<file path="src/rtl/dgps_pkg.sv">
// shared types and constants of the density grid proximity store
// used by every module of the block, depends on nothing
`default_nettype none
package dgps_pkg;

    localparam int MAX_COLS   = 64;
    localparam int MAX_ROWS   = 64;
    localparam int CELL_SLOTS = 8;

    localparam int COL_W   = $clog2(MAX_COLS);
    localparam int ROW_W   = $clog2(MAX_ROWS);
    localparam int NCELLS  = MAX_COLS * MAX_ROWS;
    localparam int CELL_W  = $clog2(NCELLS);
    localparam int FILL_W  = $clog2(CELL_SLOTS);
    localparam int PT_W    = $clog2(NCELLS * CELL_SLOTS);

    localparam int COORD_W   = 24;
    localparam int Q_W       = COORD_W - 1;
    localparam int CS_W      = 20;
    localparam int TD_W      = 40;
    localparam int GRID_W    = 7;
    localparam int CFG_IDX_W = 8;
    localparam int QDEPTH    = 4;
    localparam int QPTR_W    = $clog2(QDEPTH);

    localparam logic [GRID_W-1:0] GRID_COLS_RST = 7'd64;
    localparam logic [GRID_W-1:0] GRID_ROWS_RST = 7'd64;
    localparam logic [CS_W-1:0]   CELL_SIZE_RST = 20'd2560;
    localparam logic [TD_W-1:0]   TEST_DIST_RST = 40'd6423183;

    typedef enum logic [CFG_IDX_W-1:0] {
        REG_GRID_COLS = 8'd0,
        REG_GRID_ROWS = 8'd1,
        REG_CELL_SIZE = 8'd2,
        REG_TEST_DIST = 8'd3
    } t_reg_idx;

    typedef enum logic [1:0] {
        ST_OK    = 2'd0,
        ST_CLOSE = 2'd1,
        ST_OFF   = 2'd2,
        ST_FULL  = 2'd3
    } t_status;

    typedef struct packed {
        logic                      func;
        logic signed [COORD_W-1:0] x_coord;
        logic signed [COORD_W-1:0] y_coord;
    } t_in_item;

    typedef struct packed {
        logic       ok;
        logic [1:0] status;
    } t_out_item;

    // classified item handed from front to back
    typedef struct packed {
        logic                      func;
        logic                      off;
        logic signed [COORD_W-1:0] x;
        logic signed [COORD_W-1:0] y;
        logic [COL_W-1:0]          col;
        logic [ROW_W-1:0]          row;
        logic [COL_W-1:0]          c_lo;
        logic [COL_W-1:0]          c_hi;
        logic [ROW_W-1:0]          r_lo;
        logic [ROW_W-1:0]          r_hi;
    } t_job;

    typedef struct packed {
        logic clearing;
    } t_back_stat;

endpackage
`default_nettype wire

</file>
<file path="src/rtl/dgps_queue.sv">
// short job queue between front and back
// depends on dgps_pkg
`default_nettype none
module dgps_queue (
    input  wire              i_clk,
    input  wire              i_rst_n,
    input  wire              i_push,
    input  dgps_pkg::t_job   i_job,
    input  wire              i_pop,
    output dgps_pkg::t_job   o_head,
    output logic             o_full,
    output logic             o_empty
);
    import dgps_pkg::*;

    t_job              r_mem [QDEPTH];
    logic [QPTR_W-1:0] r_wptr, r_rptr;
    logic [QPTR_W:0]   r_cnt;

    assign o_full  = r_cnt == (QPTR_W+1)'(QDEPTH);
    assign o_empty = r_cnt == '0;
    assign o_head  = r_mem[r_rptr];

    always_ff @(posedge i_clk) begin
        if (!i_rst_n) begin
            r_wptr <= '0;
            r_rptr <= '0;
            r_cnt  <= '0;
        end else begin
            if (i_push) r_wptr <= r_wptr + 1'b1;
            if (i_pop)  r_rptr <= r_rptr + 1'b1;
            if (i_push && !i_pop) r_cnt <= r_cnt + 1'b1;
            else if (i_pop && !i_push) r_cnt <= r_cnt - 1'b1;
        end
    end

    always_ff @(posedge i_clk) begin
        if (i_push) r_mem[r_wptr] <= i_job;
    end

endmodule
`default_nettype wire

</file>
<file path="config.mk">
export PLATFORM = sky130hd
export DESIGN_NAME = dgps_queue
export DESIGN_NICKNAME = d
export VERILOG_FILES = /design/src/rtl/dgps_pkg.sv /design/src/rtl/dgps_queue.sv
export SDC_FILE = /design/constraint.sdc
export NUM_CORES = 1
export LEC_CHECK = 0
export BUFFER_PORTS_ARGS = -buffer_cell sky130_fd_sc_hd__buf_2
export CORE_ASPECT_RATIO = 0.6
export CORE_MARGIN = 2
export CORE_UTILIZATION = 55
export DETAILED_ROUTE_END_ITERATION = 10
export PLACE_DENSITY = 0.74
export SLEW_MARGIN = 20
export SYNTH_ARGS = -nofsm -noshare
export SYNTH_HDL_FRONTEND = slang
export SYNTH_SLANG_ARGS = --single-unit
</file>
<file path="constraint.sdc">
create_clock -name i_clk -period 4.1 [get_ports i_clk]
set_clock_uncertainty 0.15 [all_clocks]
set_input_delay 0.615 -clock i_clk [delete_from_list [all_inputs] [get_ports i_clk]]
set_output_delay 0.615 -clock i_clk [all_outputs]
set_load 0.005 [all_outputs]
</file>
==> results_dict.tcl <==
set metrics [dict create \
    grt_max_degree 54 \
    fin_util_pct 65.8 \
    final_nets 789 \
    yosysMostFrequentCell "edfxtp_1" \
    die_h_um 123 \
    multi_input_area_mm2 0.00220 \
    yosysTopAreaCell "edfxtp_1" \
    ys_top_cells_by_count "edfxtp_1 (344), mux4_2 (86), buf_2 (10)" \
    critPathTopFamily "flip-flops" \
    cp_cell_sequence "buf_4 -> mux4_2 -> buf_2" \
    synth_nets 589 \
    clock_latency_ns 0.55 \
    syn_area_mm2 0.0129 \
    cp_max_fo 35 \
    ir_worst_vdd_v 0.000450 \
    crit_path_start_kind "flip-flop" \
    path_buf_inv 2 \
    n_fill_cell 1516 \
    yosysTopAreaCellShare_pct 80.1 \
    synth_cell_types 21 \
    reg2reg_slack_ns 2.05 \
    grt-ovfl-total 0 \
    die_x_um 202 \
    cts_tree "yes" \
    final-seq-area_mm2 0.0105 \
    cp.required_ns 3.34 \
    crit_path_max_incr_delay_ns 0.81 \
    portBuffers 177 \
    slew_headroom_pct 47.8 \
    cp-end-kind "output port" \
    ioPinCount 178 \
    drive_gt1_share_pct 44.6 \
    whs_ns 0.118 \
    hold_buffers 0 \
    vias 5782 \
    powerDensity_mw_per_mm2 511 \
    yosys_warnings 0 \
    cts_root_buf "clkbuf_16" \
    maxSlewViolCount 0 \
    status "finished clean" \
    min_period_ns 3.20 \
    htree_num_levels 1 \
    grt_pass1_vias 6159 \
    syn_area_per_cell_um2 26.1 \
    wl_per_cell_um 22.4 \
    setup_viol 0 \
    clkSinkCount 353 \
    antenna_found_initial 4 \
    synthCells 493 \
    initial_utilization_pct 56.0 \
    grt_pass1_wl_mm 34.7 \
    vias_per_cell 5.60 \
    wirelength_mm 23.1 \
    drtIter0Drc 391 \
    dpl.hpwl_mm 13.7 \
    cp_data_arrival_time_ns 2.44 \
    ys.flop_type "edfxtp_1" \
    hold_class "input port to flip-flop" \
    cts_buffers 31 \
    tns_ns 0 \
    hold_viol_final 0 \
    p_total_uw 7730 \
    power.leakage_uw 0.00509 \
    rsz0062_at_grt "no" \
    fin_crit_sh_pct 78.1 \
    slowest_stage "dfxtp_4" \
    synth_area_leaders "edfxtp_1 (80%), mux4_2 (15%), dfxtp_1 (1.4%)" \
    cts_resized 0 \
    postRouteAntennaNets 0 \
    cts_buffer_depth 3 \
    fmax_ghz 0.312 \
    cts.clk_slew.worst_paths_ns 0.06 \
    ys_seq_area_share_pct 81.5 \
    synth_edf_count 344 \
    post_cts_buffers 0 \
    ys_ff_latch 353 \
    area_delta_synth_final_pct 17.5 \
    first_pass_iters 4 \
    max_slew.worst_pin.slew_ns 0.782 \
    maxCapViolations 0 \
    core_area_mm2 0.0230 \
    drcViolationCount 0 \
    std_cell_rows 43 \
    dieArea_mm2 0.0247 \
    crit_type "flip-flop to output port" \
    grt_usage_pct 18.8 \
    gp_congestion 0.757 \
    async_flop_share_pct 0 \
]
==> state kept, by name, indices dropped and copies added, names as in the netlist, named ones only <==
register,cells
r_rptr,2
r_wptr,2
r_cnt,3
r_mem,344
==> power by group <==
part	leakage (uW)	internal [uW]	switching (uW)
clock	0.000483	1640	1200
sequential	0.00324	4140	80.0
combinational	0.00137	347	325
==> metrics by stage <==
step,instances,setup WS [ns],instance area (um2)
after floorplan,493,0.884,12900
after global placement,975,1.41,14100
after detailed placement,975,1.39,14100
after CTS,1030,0.787,15100
after global routing,1030,0.705,15100
final,1032,0.898,15100
==> metal layers <==
layer  vias to the layer above  GRT usage (%)  wire length [um]
li1                       2512              -                 -
met1                      3005           25.9              9530
met2                       228           30.0             10900
met3                        35           6.32              2280
met4                         2           3.72               322
met5                         -              0                13
==> logic make-up after synthesis <==
group	count (synthesis)	synth area share, %
compound gates	2	0.0971
xor+xnor	5	0.340
fa+ha+maj	6	0.641
buf+inv	24	1.49
flops	353	81.5
mux	88	15.2
simple gates	15	0.709
==> cell usage in the layout (no fill, tap or decap), types with 3 or more instances in the layout <==
| cell | n |
|---|---|
| mux4_2 | 86 |
| and2_1 | 5 |
| dfxtp_1 | 7 |
| edfxtp_1 | 344 |
| xor2_1 | 3 |
| and2_4 | 4 |
| bufinv_16 | 4 |
| buf_4 | 5 |
| clkbuf_16 | 31 |
| buf_12 | 5 |
| buf_2 | 177 |
| ha_1 | 5 |
| clkinv_2 | 3 |
| inv_1 | 4 |
| clkbuf_1 | 7 |
| clkinv_1 | 8 |
==> worst paths after layout <==
check / startpoint / end / cells after the start
worst max-delay path: flip-flop / o_head[0] / 3
worst min-delay path: i_job[59] / r_mem[3][59] / 1
worst max register to register: r_wptr[0] / r_mem[2][78] / 4
worst min register to register: r_cnt[2] / r_cnt[2] / 2
==> final cells by class <==
cell class	count	share of cell area, %
tap	315	2.60
sequential	353	69.4
multi-input combinational	116	14.5
inverter	4	0.0991
clock inverter	17	1.26
clock buffer	38	5.30
timing repair buffer	187	6.76
antenna	2	0.0330
Power figures use the tool's default switching activity.
