===== src/rtl/dgps_pkg.sv =====
// shared types and constants of the density grid proximity store
// used by every module of the block, depends on nothing
`default_nettype none
package dgps_pkg;

    localparam int MAX_COLS   = 64;
    localparam int MAX_ROWS   = 64;
    localparam int CELL_SLOTS = 8;

    localparam int COL_W   = $clog2(MAX_COLS);
    localparam int ROW_W   = $clog2(MAX_ROWS);
    localparam int NCELLS  = MAX_COLS * MAX_ROWS;
    localparam int CELL_W  = $clog2(NCELLS);
    localparam int FILL_W  = $clog2(CELL_SLOTS);
    localparam int PT_W    = $clog2(NCELLS * CELL_SLOTS);

    localparam int COORD_W   = 24;
    localparam int Q_W       = COORD_W - 1;
    localparam int CS_W      = 20;
    localparam int TD_W      = 40;
    localparam int GRID_W    = 7;
    localparam int CFG_IDX_W = 8;
    localparam int QDEPTH    = 4;
    localparam int QPTR_W    = $clog2(QDEPTH);

    localparam logic [GRID_W-1:0] GRID_COLS_RST = 7'd64;
    localparam logic [GRID_W-1:0] GRID_ROWS_RST = 7'd64;
    localparam logic [CS_W-1:0]   CELL_SIZE_RST = 20'd2560;
    localparam logic [TD_W-1:0]   TEST_DIST_RST = 40'd6423183;

    typedef enum logic [CFG_IDX_W-1:0] {
        REG_GRID_COLS = 8'd0,
        REG_GRID_ROWS = 8'd1,
        REG_CELL_SIZE = 8'd2,
        REG_TEST_DIST = 8'd3
    } t_reg_idx;

    typedef enum logic [1:0] {
        ST_OK    = 2'd0,
        ST_CLOSE = 2'd1,
        ST_OFF   = 2'd2,
        ST_FULL  = 2'd3
    } t_status;

    typedef struct packed {
        logic                      func;
        logic signed [COORD_W-1:0] x_coord;
        logic signed [COORD_W-1:0] y_coord;
    } t_in_item;

    typedef struct packed {
        logic       ok;
        logic [1:0] status;
    } t_out_item;

    // classified item handed from front to back
    typedef struct packed {
        logic                      func;
        logic                      off;
        logic signed [COORD_W-1:0] x;
        logic signed [COORD_W-1:0] y;
        logic [COL_W-1:0]          col;
        logic [ROW_W-1:0]          row;
        logic [COL_W-1:0]          c_lo;
        logic [COL_W-1:0]          c_hi;
        logic [ROW_W-1:0]          r_lo;
        logic [ROW_W-1:0]          r_hi;
    } t_job;

    typedef struct packed {
        logic clearing;
    } t_back_stat;

endpackage
`default_nettype wire


===== src/rtl/dgps_front.sv =====
// front end: accepts points, divides by the cell size, classifies the cell
// depends on dgps_pkg
`default_nettype none
module dgps_front (
    input  wire                          i_clk,
    input  wire                          i_rst_n,
    input  wire                          i_in_valid,
    output logic                         o_in_ready,
    input  dgps_pkg::t_in_item           i_in,
    input  wire [dgps_pkg::GRID_W-1:0]   i_grid_cols,
    input  wire [dgps_pkg::GRID_W-1:0]   i_grid_rows,
    input  wire [dgps_pkg::CS_W-1:0]     i_cell_size,
    input  dgps_pkg::t_back_stat         i_stat,
    input  wire                          i_q_full,
    output logic                         o_push,
    output dgps_pkg::t_job               o_job
);
    import dgps_pkg::*;

    localparam int CNT_W = $clog2(Q_W);

    typedef enum logic [2:0] {
        F_IDLE = 3'b001,
        F_DIV  = 3'b010,
        F_PUSH = 3'b100
    } t_fstate;

    t_fstate                  r_state, n_state;
    logic [CNT_W-1:0]         r_cnt;
    logic                     r_func;
    logic signed [COORD_W-1:0] r_x, r_y;
    logic [Q_W-1:0]           r_qx, r_qy;
    logic [CS_W-1:0]          r_remx, r_remy;

    logic [CS_W:0]  remx_sh, remy_sh;
    logic           gex, gey;
    logic [Q_W-1:0] ncols, nrows;
    logic           off;

    assign o_in_ready = (r_state == F_IDLE) && !i_stat.clearing;

    // restoring division, one quotient bit per cycle for each coordinate
    assign remx_sh = {r_remx, r_qx[Q_W-1]};
    assign remy_sh = {r_remy, r_qy[Q_W-1]};
    assign gex     = remx_sh >= {1'b0, i_cell_size};
    assign gey     = remy_sh >= {1'b0, i_cell_size};

    assign ncols = (Q_W'(i_grid_cols) > Q_W'(MAX_COLS)) ? Q_W'(MAX_COLS) : Q_W'(i_grid_cols);
    assign nrows = (Q_W'(i_grid_rows) > Q_W'(MAX_ROWS)) ? Q_W'(MAX_ROWS) : Q_W'(i_grid_rows);
    assign off   = (i_cell_size == '0) || (r_qx == '0) || (r_qy == '0)
                   || (r_qx >= ncols) || (r_qy >= nrows);

    always_comb begin
        o_job.func = r_func;
        o_job.off  = off;
        o_job.x    = r_x;
        o_job.y    = r_y;
        o_job.col  = COL_W'(r_qx);
        o_job.row  = ROW_W'(r_qy);
        o_job.c_lo = COL_W'(r_qx - 1'b1);
        o_job.r_lo = ROW_W'(r_qy - 1'b1);
        o_job.c_hi = (r_qx + 1'b1 < ncols) ? COL_W'(r_qx + 1'b1) : COL_W'(r_qx);
        o_job.r_hi = (r_qy + 1'b1 < nrows) ? ROW_W'(r_qy + 1'b1) : ROW_W'(r_qy);
    end

    assign o_push = (r_state == F_PUSH) && !i_q_full;

    always_comb begin
        n_state = r_state;
        unique case (r_state)
            F_IDLE: if (i_in_valid && o_in_ready) n_state = F_DIV;
            F_DIV:  if (r_cnt == '0) n_state = F_PUSH;
            F_PUSH: if (!i_q_full) n_state = F_IDLE;
            default: n_state = F_IDLE;
        endcase
    end

    always_ff @(posedge i_clk) begin
        if (!i_rst_n) begin
            r_state <= F_IDLE;
        end else begin
            r_state <= n_state;
        end
    end

    always_ff @(posedge i_clk) begin
        if (r_state == F_IDLE && i_in_valid && o_in_ready) begin
            r_func <= i_in.func;
            r_x    <= i_in.x_coord;
            r_y    <= i_in.y_coord;
            // non-positive coordinates give cell 0
            r_qx   <= (i_in.x_coord > 0) ? i_in.x_coord[Q_W-1:0] : '0;
            r_qy   <= (i_in.y_coord > 0) ? i_in.y_coord[Q_W-1:0] : '0;
            r_remx <= '0;
            r_remy <= '0;
            r_cnt  <= CNT_W'(Q_W - 1);
        end else if (r_state == F_DIV) begin
            r_remx <= gex ? CS_W'(remx_sh - {1'b0, i_cell_size}) : CS_W'(remx_sh);
            r_remy <= gey ? CS_W'(remy_sh - {1'b0, i_cell_size}) : CS_W'(remy_sh);
            r_qx   <= {r_qx[Q_W-2:0], gex};
            r_qy   <= {r_qy[Q_W-2:0], gey};
            r_cnt  <= r_cnt - 1'b1;
        end
    end

endmodule
`default_nettype wire


===== config.mk =====
export PLATFORM = sky130hd
export DESIGN_NAME = dgps_front
export DESIGN_NICKNAME = d
export VERILOG_FILES = /design/src/rtl/dgps_pkg.sv /design/src/rtl/dgps_front.sv
export SDC_FILE = /design/constraint.sdc
export NUM_CORES = 1
export LEC_CHECK = 0
export ABC_CLOCK_PERIOD_IN_PS = 5400
export BUFFER_PORTS_ARGS = -buffer_cell sky130_fd_sc_hd__buf_2
export CORE_MARGIN = 4
export CORE_UTILIZATION = 37
export DETAILED_ROUTE_END_ITERATION = 16
export GPL_ROUTABILITY_DRIVEN = 0
export PLACE_DENSITY = 0.6
export SLEW_MARGIN = 5
export SYNTH_ARGS = -nofsm -noshare
export SYNTH_HDL_FRONTEND = slang
export SYNTH_SLANG_ARGS = --single-unit

===== constraint.sdc =====
create_clock -name i_clk -period 5.4 [get_ports i_clk]
set_input_delay 0.27 -clock i_clk [delete_from_list [all_inputs] [get_ports i_clk]]
set_output_delay 0.27 -clock i_clk [all_outputs]
set_load 0.005 [all_outputs]

==> flow_summary_export.csv, run 1 <==
group,metric,value,unit
setup_path,required,5.13,ns
route,drtIter0Drc,611,
synth,synth_seq_cells,143,
setup_path,crit_fanout,8,
timing,fin_tns_setup,0,ns
setup_path,cpPeakStageDelay,0.51,ns
timing,fmax,0.2541,GHz
floorplanning,die_w,170.0,um
place,port_buffers,175,
timing,setup_viol,0,
route,vias_per_cell,5.630,
global_routing,grt_max_degree,63,
pwr,ir_drop,169.8,uV
cts,hold_buffers,0,
floorplanning,die-area,28890,um^2
cells_and_area,area_growth_syn_to_layout,16.67,%
synth,synth_edf_count,95,
synth,synth_area_per_cell,9.582,um^2
synth,syn_area,9707,um^2
cts,clockBufferDepth,2,
setup_path,critPathTopFamily,"simple AND/OR/NAND/NOR gates",
synth,synth_top_area_share,29.39,%
timing,skew,0.01235,ns
synth,synth_area_leaders,"edfxtp_1 29%, dfxtp_1 9.9%, ha_1 9.7%, nand2_1 3.9%, a22o_1 3.6%",
floorplanning,die_h,170.0,um
synth,synth-main-ff-cell,"edfxtp_1",
cts,cts-resized-gates,0,
place,dpl.hpwl,20350,um
route,dr.pass1.iters,5,
synth,synth_common_cells,"102 x nand2_1, 95 x edfxtp_1, 75 x ha_1",
setup_path,cp.buffers_inverters,1,
timing,slew-limit-headroom,30.22,%
route,drc_errors,0,
timing,tightest_slew,1.047,ns
cells_and_area,final_util,43.71,%
synth,syn_inst,1013,
setup_path,cp-start-kind,"flip-flop",
timing,drv_slew,0,
floorplanning,rows,59,
global_routing,antenna_found_initial,0,
synth,yosysMostFrequentCell,"nand2_1",
global_routing,grt_overflow,0,
cts,tritoncts,"done",
floorplanning,core,25910,um^2
pwr,leakagePower,4.672,nW
cts,htree_levels,4,
synth,async_reset_ff_share,0,%
synth,syn-num-nets,1178,
synth,ys_seq_area_share,39.29,%
route,wire_per_inst,18.24,um
cts,numCtsBuffers,17,
timing,worst_slack,1.464,ns
cts,clock_latency,0.43,ns
global_routing,track_usage,18.35,%
global_routing,grt_first_pass_wirelength,42720,um
setup_path,slowest_stage,"edfxtp_1",
place,dp_slack,1.918,ns
route,drt-total-wl,27450,um
cells_and_area,nNetsFinal,1322,
cts,cts_setup_buffers,0,
pwr,powerDensity,253.1,nW/um^2
pwr,power,2.866,mW
run,maxCapViolCount,0,
timing,finalCriticalPeriod,3.936,ns
cts,clk_pin_slew_worst_paths,0.07,ns
synth,synth.distinct_cells,73,
setup_path,cp.arrival,3.67,ns
floorplanning,ios,176,
global_routing,grt_pass1_vias,7927,
synth,yosys.area.top_type,"edfxtp_1",
cells_and_area,drive_above_1_share,20.43,%
setup_path,criticalPathCategory,"reg -> out",
route,antenna_left,0,
cells_and_area,fillCellCount,2519,
floorplanning,initial_core_util,37.46,%
cts,cts_sinks,143,
worst_hold_path,hold_class,"in -> reg",
synth,synth_warnings,0,
setup_path,end_kind,"output pin",
cts,ctsRootBufferMaster,"clkbuf_16",
setup_path,crit_path_cell_trace,"ha_1 -> nand3_2 -> xnor2_1 -> ha_1 -> a21oi_1 -> o21ai_0 -> a32o_1 -> nor4_1 -> nor4b_4 -> nand3_1 -> xnor2_1 -> buf_2",
status,outcome,"finished, final reports clean",
cells_and_area,antenna_cells,0,
route,vias,8473,
timing,post-route-period-util,72.89,%
timing,hold_violations,0,
timing,rsz0062_at_grt,"no",
## final timing paths
kind | start | to | slack [ns] | cells past startpoint
worst max-delay path | r_qy[1] | o_job[5] | 1.46 | 12
worst min-delay path | i_in[48] | r_func | 0.03 | 1
worst max register to register | r_remx[5] | r_remx[4] | 2.29 | 9
worst min register to register | r_remx[12] | r_remx[12] | 0.47 | 2
## sequential cells by signal (all words and copies together), names as in the netlist
register  flops
r_state       3
r_remy       20
r_cnt         5
r_y          24
r_qy         23
r_func        1
r_qx         23
r_x          24
r_remx       20
## cell type report
type	instances	area, um^2	area share, %
sequential	143	3814	33.68
clock buffer	17	425.4	3.756
timing repair buffer	182	928.4	8.198
clock inverter	15	150.1	1.326
tap	335	419.2	3.701
multi-input combinational	769	5423	47.88
inverter	44	165.2	1.458
## cell families (layout without fill, tap and decap cells)
logic type / count (synthesis) / in the layout / share of synthesized area [%]
multiplexers: 24 / 24 / 2.475
AO/OA/AOI/OAI: 259 / 259 / 18.59
XOR/XNOR: 66 / 66 / 5.955
buffers and inverters: 101 / 258 / 5.040
AND/OR/NAND/NOR: 343 / 343 / 18.57
adder cells (fa/ha/maj): 77 / 77 / 10.08
flip-flops: 143 / 143 / 39.29
## where the power goes
group	leakage, nW	internal, mW	switching, mW
sequential	1.28	1.23	0.0620
combinational	3.12	0.174	0.238
clock	0.279	0.613	0.546
## metrics by stage
stage / hold slack (ns) / area [um^2] / cells
after floorplan: 0.3462 / 9707 / 1013
after global placement: 0.4555 / 10750 / 1473
after detailed placement: 0.4598 / 10750 / 1473
after CTS: 0.008987 / 11320 / 1505
after global routing: 0.005899 / 11320 / 1505
final: 0.02584 / 11320 / 1505
## per-layer routing
| layer | global-route usage [%] | routed length (um) | up-vias |
|---|---|---|---|
| met5 | 0 | 0 | - |
| met4 | 4.861 | 361 | 0 |
| met3 | 3.206 | 1808 | 26 |
| met2 | 29.09 | 12430 | 281 |
| met1 | 26.03 | 12850 | 4042 |
| li1 | - | - | 4124 |
## placed cells by master (no fill, tap or decap), types with 4 or more instances in the layout
cell type	n
a22o_1	40
a32oi_1	8
and4_1	7
edfxtp_1	95
mux2i_1	24
inv_1	42
o22ai_1	4
buf_4	7
a21o_1	10
o2111ai_1	4
xnor2_1	39
o21a_1	12
o21ai_1	9
nor2b_1	11
ha_1	75
o211ai_1	11
nor4_1	36
inv_8	4
nand3_1	58
clkinv_4	4
or3_1	6
o21ai_0	51
a211oi_1	8
o31ai_1	9
clkbuf_16	17
xor2_1	27
dfxtp_1	48
nor3_1	15
nand2b_1	17
nand4_1	17
nor2_1	38
buf_2	175
a21oi_1	50
nand2_1	101
a31oi_1	9
and3_1	11
Note: power is estimated with default switching activity, not from simulation.
==> run 2: changes to the inputs <==
--- a/config.mk
+++ b/config.mk
@@ -5,7 +5,7 @@
 export SDC_FILE = /design/constraint.sdc
 export NUM_CORES = 1
 export LEC_CHECK = 0
-export ABC_CLOCK_PERIOD_IN_PS = 5400
+export ABC_CLOCK_PERIOD_IN_PS = 4000
 export BUFFER_PORTS_ARGS = -buffer_cell sky130_fd_sc_hd__buf_2
 export CORE_MARGIN = 4
 export CORE_UTILIZATION = 37
==> constraint.sdc (replaced) <==
create_clock -name i_clk -period 4 [get_ports i_clk]
set_input_delay 0.2 -clock i_clk [delete_from_list [all_inputs] [get_ports i_clk]]
set_output_delay 0.2 -clock i_clk [all_outputs]
set_load 0.005 [all_outputs]
==> run 2 against run 1 <==
  * Global-route usage rose by 0.31 points
  * Sequential share of layout area fell by 1.5 points
  * Utilization rose by 2.0 points
  * Setup slack got worse by 1.1 ns
  * Largest power group unchanged
  * Flip-flop and latch count did not move
  * Critical path type unchanged
  * Die area did not move
==> flow_summary_export.csv, run 2 (synthesized netlist as in run 1, its figures left out) <==
group,metric,value,unit
cts,cts_sinks,143,
pwr,powerDensity,328.8,nW/um^2
cells_and_area,top_regs,"r_x (24), r_y (24)",
timing,post-route-period-util,91.89,%
global_routing,grt_pass1_vias,8209,
place,dpl.hpwl,20650,um
setup_path,criticalPathCategory,"reg -> out",
setup_path,cp.buffers_inverters,2,
setup_path,crit_path_cell_trace,"ha_1 -> nand3_2 -> xnor2_1 -> ha_1 -> a21oi_1 -> o21ai_0 -> a32o_1 -> nor4_1 -> nor4b_4 -> buf_4 -> nand3_1 -> xnor2_1 -> buf_2",
worst_hold_path,min_path_cells,1,
timing,hold_violations,0,
status,outcome,"finished, final reports clean",
cts,tritoncts,"done",
pwr,switching_share,29.13,%
cells_and_area,final_common_cell,"buf_2",
floorplanning,die-area,28890,um^2
route,antenna_left,0,
pwr,p_switching,1.134,mW
floorplanning,core,25910,um^2
route,drtIter0Drc,597,
floorplanning,rows,59,
run,maxCapViolCount,0,
cts,numCtsBuffers,17,
global_routing,track_usage,18.66,%
place,port_buffers,175,
pwr,leakagePower,4.904,nW
cts,clock_latency,0.43,ns
setup_path,required,3.80,ns
cts,clockBufferDepth,2,
setup_path,crit_fanout,8,
pwr,pwr-share-clk,39.7,%
pwr,p_int,2.759,mW
timing,fmax,0.2721,GHz
pwr,p_comb_share,15.5,%
timing,finalCriticalPeriod,3.676,ns
cells_and_area,drive_above_1_share,20.34,%
timing,skew,0.01388,ns
global_routing,grt_first_pass_wirelength,43530,um
setup_path,cp.arrival,3.48,ns
cells_and_area,final_util,45.70,%
global_routing,antenna_found_initial,0,
route,drt-total-wl,27960,um
setup_path,slowest_stage,"edfxtp_1",
cells_and_area,nNetsFinal,1376,
floorplanning,die_h,170.0,um
global_routing,grt_max_degree,63,
route,vias,8728,
route,dr.pass1.iters,5,
route,drc_errors,0,
timing,tightest_slew,0.8779,ns
route,vias_per_cell,5.598,
timing,drv_slew,0,
pwr,ir_drop,190.2,uV
setup_path,end_kind,"output pin",
setup_path,reg2reg_depth,10,
cts,htree_levels,4,
floorplanning,die_w,170.0,um
pwr,power,3.894,mW
worst_hold_path,hold_class,"in -> reg",
cells_and_area,antenna_cells,0,
timing,rsz0062_at_grt,"no",
floorplanning,ios,176,
global_routing,grt_overflow,0,
timing,fin_tns_setup,0,ns
timing,setup_viol,0,
cts,ctsRootBufferMaster,"clkbuf_16",
cts,clk_pin_slew_worst_paths,0.07,ns
timing,slew-limit-headroom,40.93,%
cells_and_area,area_growth_syn_to_layout,21.99,%
pwr,pwr-share-seq,44.8,%
route,wire_per_inst,17.93,um
floorplanning,initial_core_util,37.46,%
setup_path,cp.depth,13,
setup_path,cpPeakStageDelay,0.52,ns
setup_path,cp-start-kind,"flip-flop",
setup_path,critPathTopFamily,"simple AND/OR/NAND/NOR gates",
cells_and_area,layout_common_cells,"175 x buf_2, 101 x nand2_1, 95 x edfxtp_1",
==> run 2: timing repair <==
item / in CTS / in global routing
resized for setup: 0 / 0
hold buffers: 44 / 0
endpoints found under the setup margin: 0 / 6
hold endpoints to repair: 44 / 0
setup buffers: 0 / 5
==> run 2: area by class of cell <==
type	instances	area [um^2]
clock inverters	15	143.9
fillers	2477	14070
clock buffers	17	425.4
flip-flops and latches	143	3814
repair buffers	236	1456
multi-input cells	769	5418
well taps	335	419.2
inverters	44	165.2
==> run 2: per-layer routing <==
metal / vias up / GRT usage (%) / share of wire [%]
li1: 4240 / - / -
met3: 23 / 3.275 / 6.2
met1: 4196 / 26.28 / 47
met4: 0 / 4.063 / 1.0
met5: - / 0 / 0
met2: 269 / 30.21 / 45
==> run 2: per-stage QoR <==
step	hold slack [ns]	cell area (um^2)	setup WS, ns	cells
after global placement	0.3857	10790	0.7434	1478
final	0.01619	11840	0.3242	1559
after detailed placement	0.3906	10790	0.6650	1478
after global routing	0.002471	11840	0.004693	1559
after floorplan	0.2762	9707	0.7966	1013
after CTS	0.002188	11800	0.1975	1554
==> run 2: worst register-to-register path: stages, from the launching register on <==
cell,delay [ns]
dfxtp_1,0.33
ha_1,0.34
a21o_1,0.22
a221oi_1,0.30
nand4b_1,0.20
nand4_1,0.29
nand2_2,0.14
a31oi_4,0.45
buf_12,0.24
mux2i_1,0.25
o21ai_0,0.09
==> run 2: worst paths after layout <==
| path | startpoint | end | slack (ns) |
|---|---|---|---|
| worst max-delay path | r_qy[1] | o_job[5] | 0.32 |
| worst min-delay path | i_in[19] | r_y[19] | 0.02 |
| worst max register to register | r_remx[5] | r_remx[8] | 1.03 |
| worst min register to register | r_remx[11] | r_remx[11] | 0.47 |
==> run 2: power by group through the flow <==
| stage | registers, mW | clock network [mW] | logic, mW |
|---|---|---|---|
| final | 1.75 | 1.55 | 0.603 |
| after global placement | 1.78 | 0 | 0.556 |
| after floorplan | 1.74 | 0 | 0.372 |
| after CTS | 1.75 | 1.58 | 0.599 |
| after detailed placement | 1.78 | 0 | 0.561 |
| after global routing | 1.75 | 1.65 | 0.669 |
==> run 3: changes to the inputs <==
--- a/config.mk
+++ b/config.mk
@@ -5,7 +5,7 @@
 export SDC_FILE = /design/constraint.sdc
 export NUM_CORES = 1
 export LEC_CHECK = 0
-export ABC_CLOCK_PERIOD_IN_PS = 4000
+export ABC_CLOCK_PERIOD_IN_PS = 3990
 export BUFFER_PORTS_ARGS = -buffer_cell sky130_fd_sc_hd__buf_2
 export CORE_MARGIN = 4
 export CORE_UTILIZATION = 37
==> constraint.sdc (replaced) <==
create_clock -name i_clk -period 3.99 [get_ports i_clk]
set_input_delay 0.1995 -clock i_clk [delete_from_list [all_inputs] [get_ports i_clk]]
set_output_delay 0.1995 -clock i_clk [all_outputs]
set_load 0.005 [all_outputs]
==> run 3 against run 2 <==
  * Cell count grew 0.13%
  * Routed wire length grew 0.67%
  * Non-clock buffer count up 2
  * Total power is 0.57% higher
  * Critical path depth stayed put
  * Worst hold slack improved by 0.014 ns
  * Via count up 0.52%
  * Flip-flop and latch count stayed put
  * Clock-buffer cell count did not move
  * Combinational power barely moved
  * Sequential power is essentially flat
  * Critical endpoint is now o_job[1]
==> flow_summary_export.csv, run 3 (synthesized netlist as in run 1, its figures left out) <==
group,metric,value,unit
status,outcome,"finished, final reports clean",
timing,tightest_slew,0.9057,ns
pwr,ir_drop,297.4,uV
timing,post-route-period-util,91.91,%
worst_hold_path,hold_class,"in -> reg",
place,dpl.hpwl,20720,um
cells_and_area,layout_common_cells,"175 x buf_2, 101 x nand2_1, 95 x edfxtp_1",
setup_path,cp-start-kind,"flip-flop",
cts,numCtsBuffers,17,
timing,slew-limit-headroom,39.06,%
route,drtIter0Drc,542,
pwr,leakagePower,4.915,nW
global_routing,grt_pass1_vias,8288,
floorplanning,ios,176,
cts,clk_pin_slew_worst_paths,0.07,ns
setup_path,cp.arrival,3.47,ns
floorplanning,core,25910,um^2
cts,tritoncts,"done",
timing,rsz0062_at_grt,"no",
setup_path,crit_fanout,8,
route,vias_per_cell,5.620,
cells_and_area,nNetsFinal,1378,
run,maxCapViolCount,0,
pwr,powerDensity,330.0,nW/um^2
route,dr.pass1.iters,5,
global_routing,grt_overflow,0,
timing,finalCriticalPeriod,3.667,ns
timing,worst_slack,0.3226,ns
floorplanning,initial_core_util,37.46,%
cells_and_area,antenna_cells,0,
timing,fmax,0.2727,GHz
cts,clockBufferDepth,2,
floorplanning,rows,59,
global_routing,grt_max_degree,63,
cells_and_area,drive_above_1_share,20.23,%
cts,htree_levels,4,
cells_and_area,top_regs,"r_x (24), r_y (24)",
cts,clock_latency,0.44,ns
route,vias,8773,
timing,finalHoldWorstSlack,0.03066,ns
global_routing,track_usage,18.84,%
cts,ctsRootBufferMaster,"clkbuf_16",
cts,cts_sinks,143,
global_routing,grt_first_pass_wirelength,43940,um
cts,cts-resized-gates,0,
timing,setup_viol,0,
route,drt-total-wl,28140,um
global_routing,antenna_found_initial,1,
setup_path,required,3.79,ns
setup_path,end_kind,"output pin",
route,antenna_left,0,
place,dp_slack,0.6636,ns
floorplanning,die_w,170.0,um
cells_and_area,area_growth_syn_to_layout,22.26,%
cells_and_area,final_common_cell,"buf_2",
route,wire_per_inst,18.03,um
place,port_buffers,175,
timing,fin_tns_setup,0,ns
timing,skew,0.01511,ns
timing,drv_slew,0,
route,drc_errors,0,
timing,hold_violations,0,
floorplanning,die_h,170.0,um
setup_path,criticalPathCategory,"reg -> out",
floorplanning,die-area,28890,um^2
[run 3: worst paths after layout]
check	startpoint	end	slack [ns]	cells past startpoint
worst max-delay path	r_qy[1]	o_job[1]	0.32	13
worst min-delay path	i_in[27]	r_x[3]	0.03	1
worst max register to register	r_remy[11]	r_qy[0]	0.97	9
worst min register to register	r_remx[13]	r_remx[13]	0.47	2
[run 3: what timing repair did]
item,in CTS,in global routing
hold endpoints to repair,43,4
buffers inserted,0,4
hold buffers,43,4
endpoints found under the setup margin,0,6
[run 3: critical path, cell delays in order, from the launching register on]
cell	delay, ns
edfxtp_1	0.51
ha_1	0.29
nand3_2	0.17
xnor2_1	0.19
ha_1	0.33
a21oi_1	0.11
o21ai_0	0.09
a32o_1	0.26
nor4_1	0.26
nor4b_4	0.38
buf_4	0.20
nand2_1	0.05
o21ai_0	0.06
buf_2	0.14
[run 3: cell type report]
type | count | area (um^2)
fillers | 2481 | 14040
multi-input cells | 769 | 5418
flip-flops and latches | 143 | 3814
repair buffers | 238 | 1479
clock buffers | 17 | 425.4
well taps | 335 | 419.2
inverters | 44 | 165.2
clock inverters | 15 | 147.6
[run 3: layer usage]
metal  vias up  share of wire, %  GRT usage (%)
met3        31               7.0          3.740
met5         -             0.025              0
li1       4245                 -              -
met1      4214                46          26.27
met2       281                46          30.50
met4         2               1.2          4.097
[run 3: metrics by stage]
step | power, mW | std cells | utilization (%) | cell area (um^2)
finish | 3.916 | 1561 | 45.80 | 11870
global route | 4.093 | 1561 | 45.80 | 11870
CTS | 3.940 | 1553 | 45.53 | 11800
detailed placement | 2.345 | 1478 | 41.66 | 10790
global placement | 2.340 | 1478 | 41.66 | 10790
floorplan | 2.121 | 1013 | - | 9707
[run 3: power by group]
group          switching [mW]  total (mW)  leakage (nW)  internal [mW]
Combinational           0.334       0.606          3.36          0.272
Clock                   0.732        1.56         0.278          0.828
Sequential             0.0814        1.75          1.28           1.67
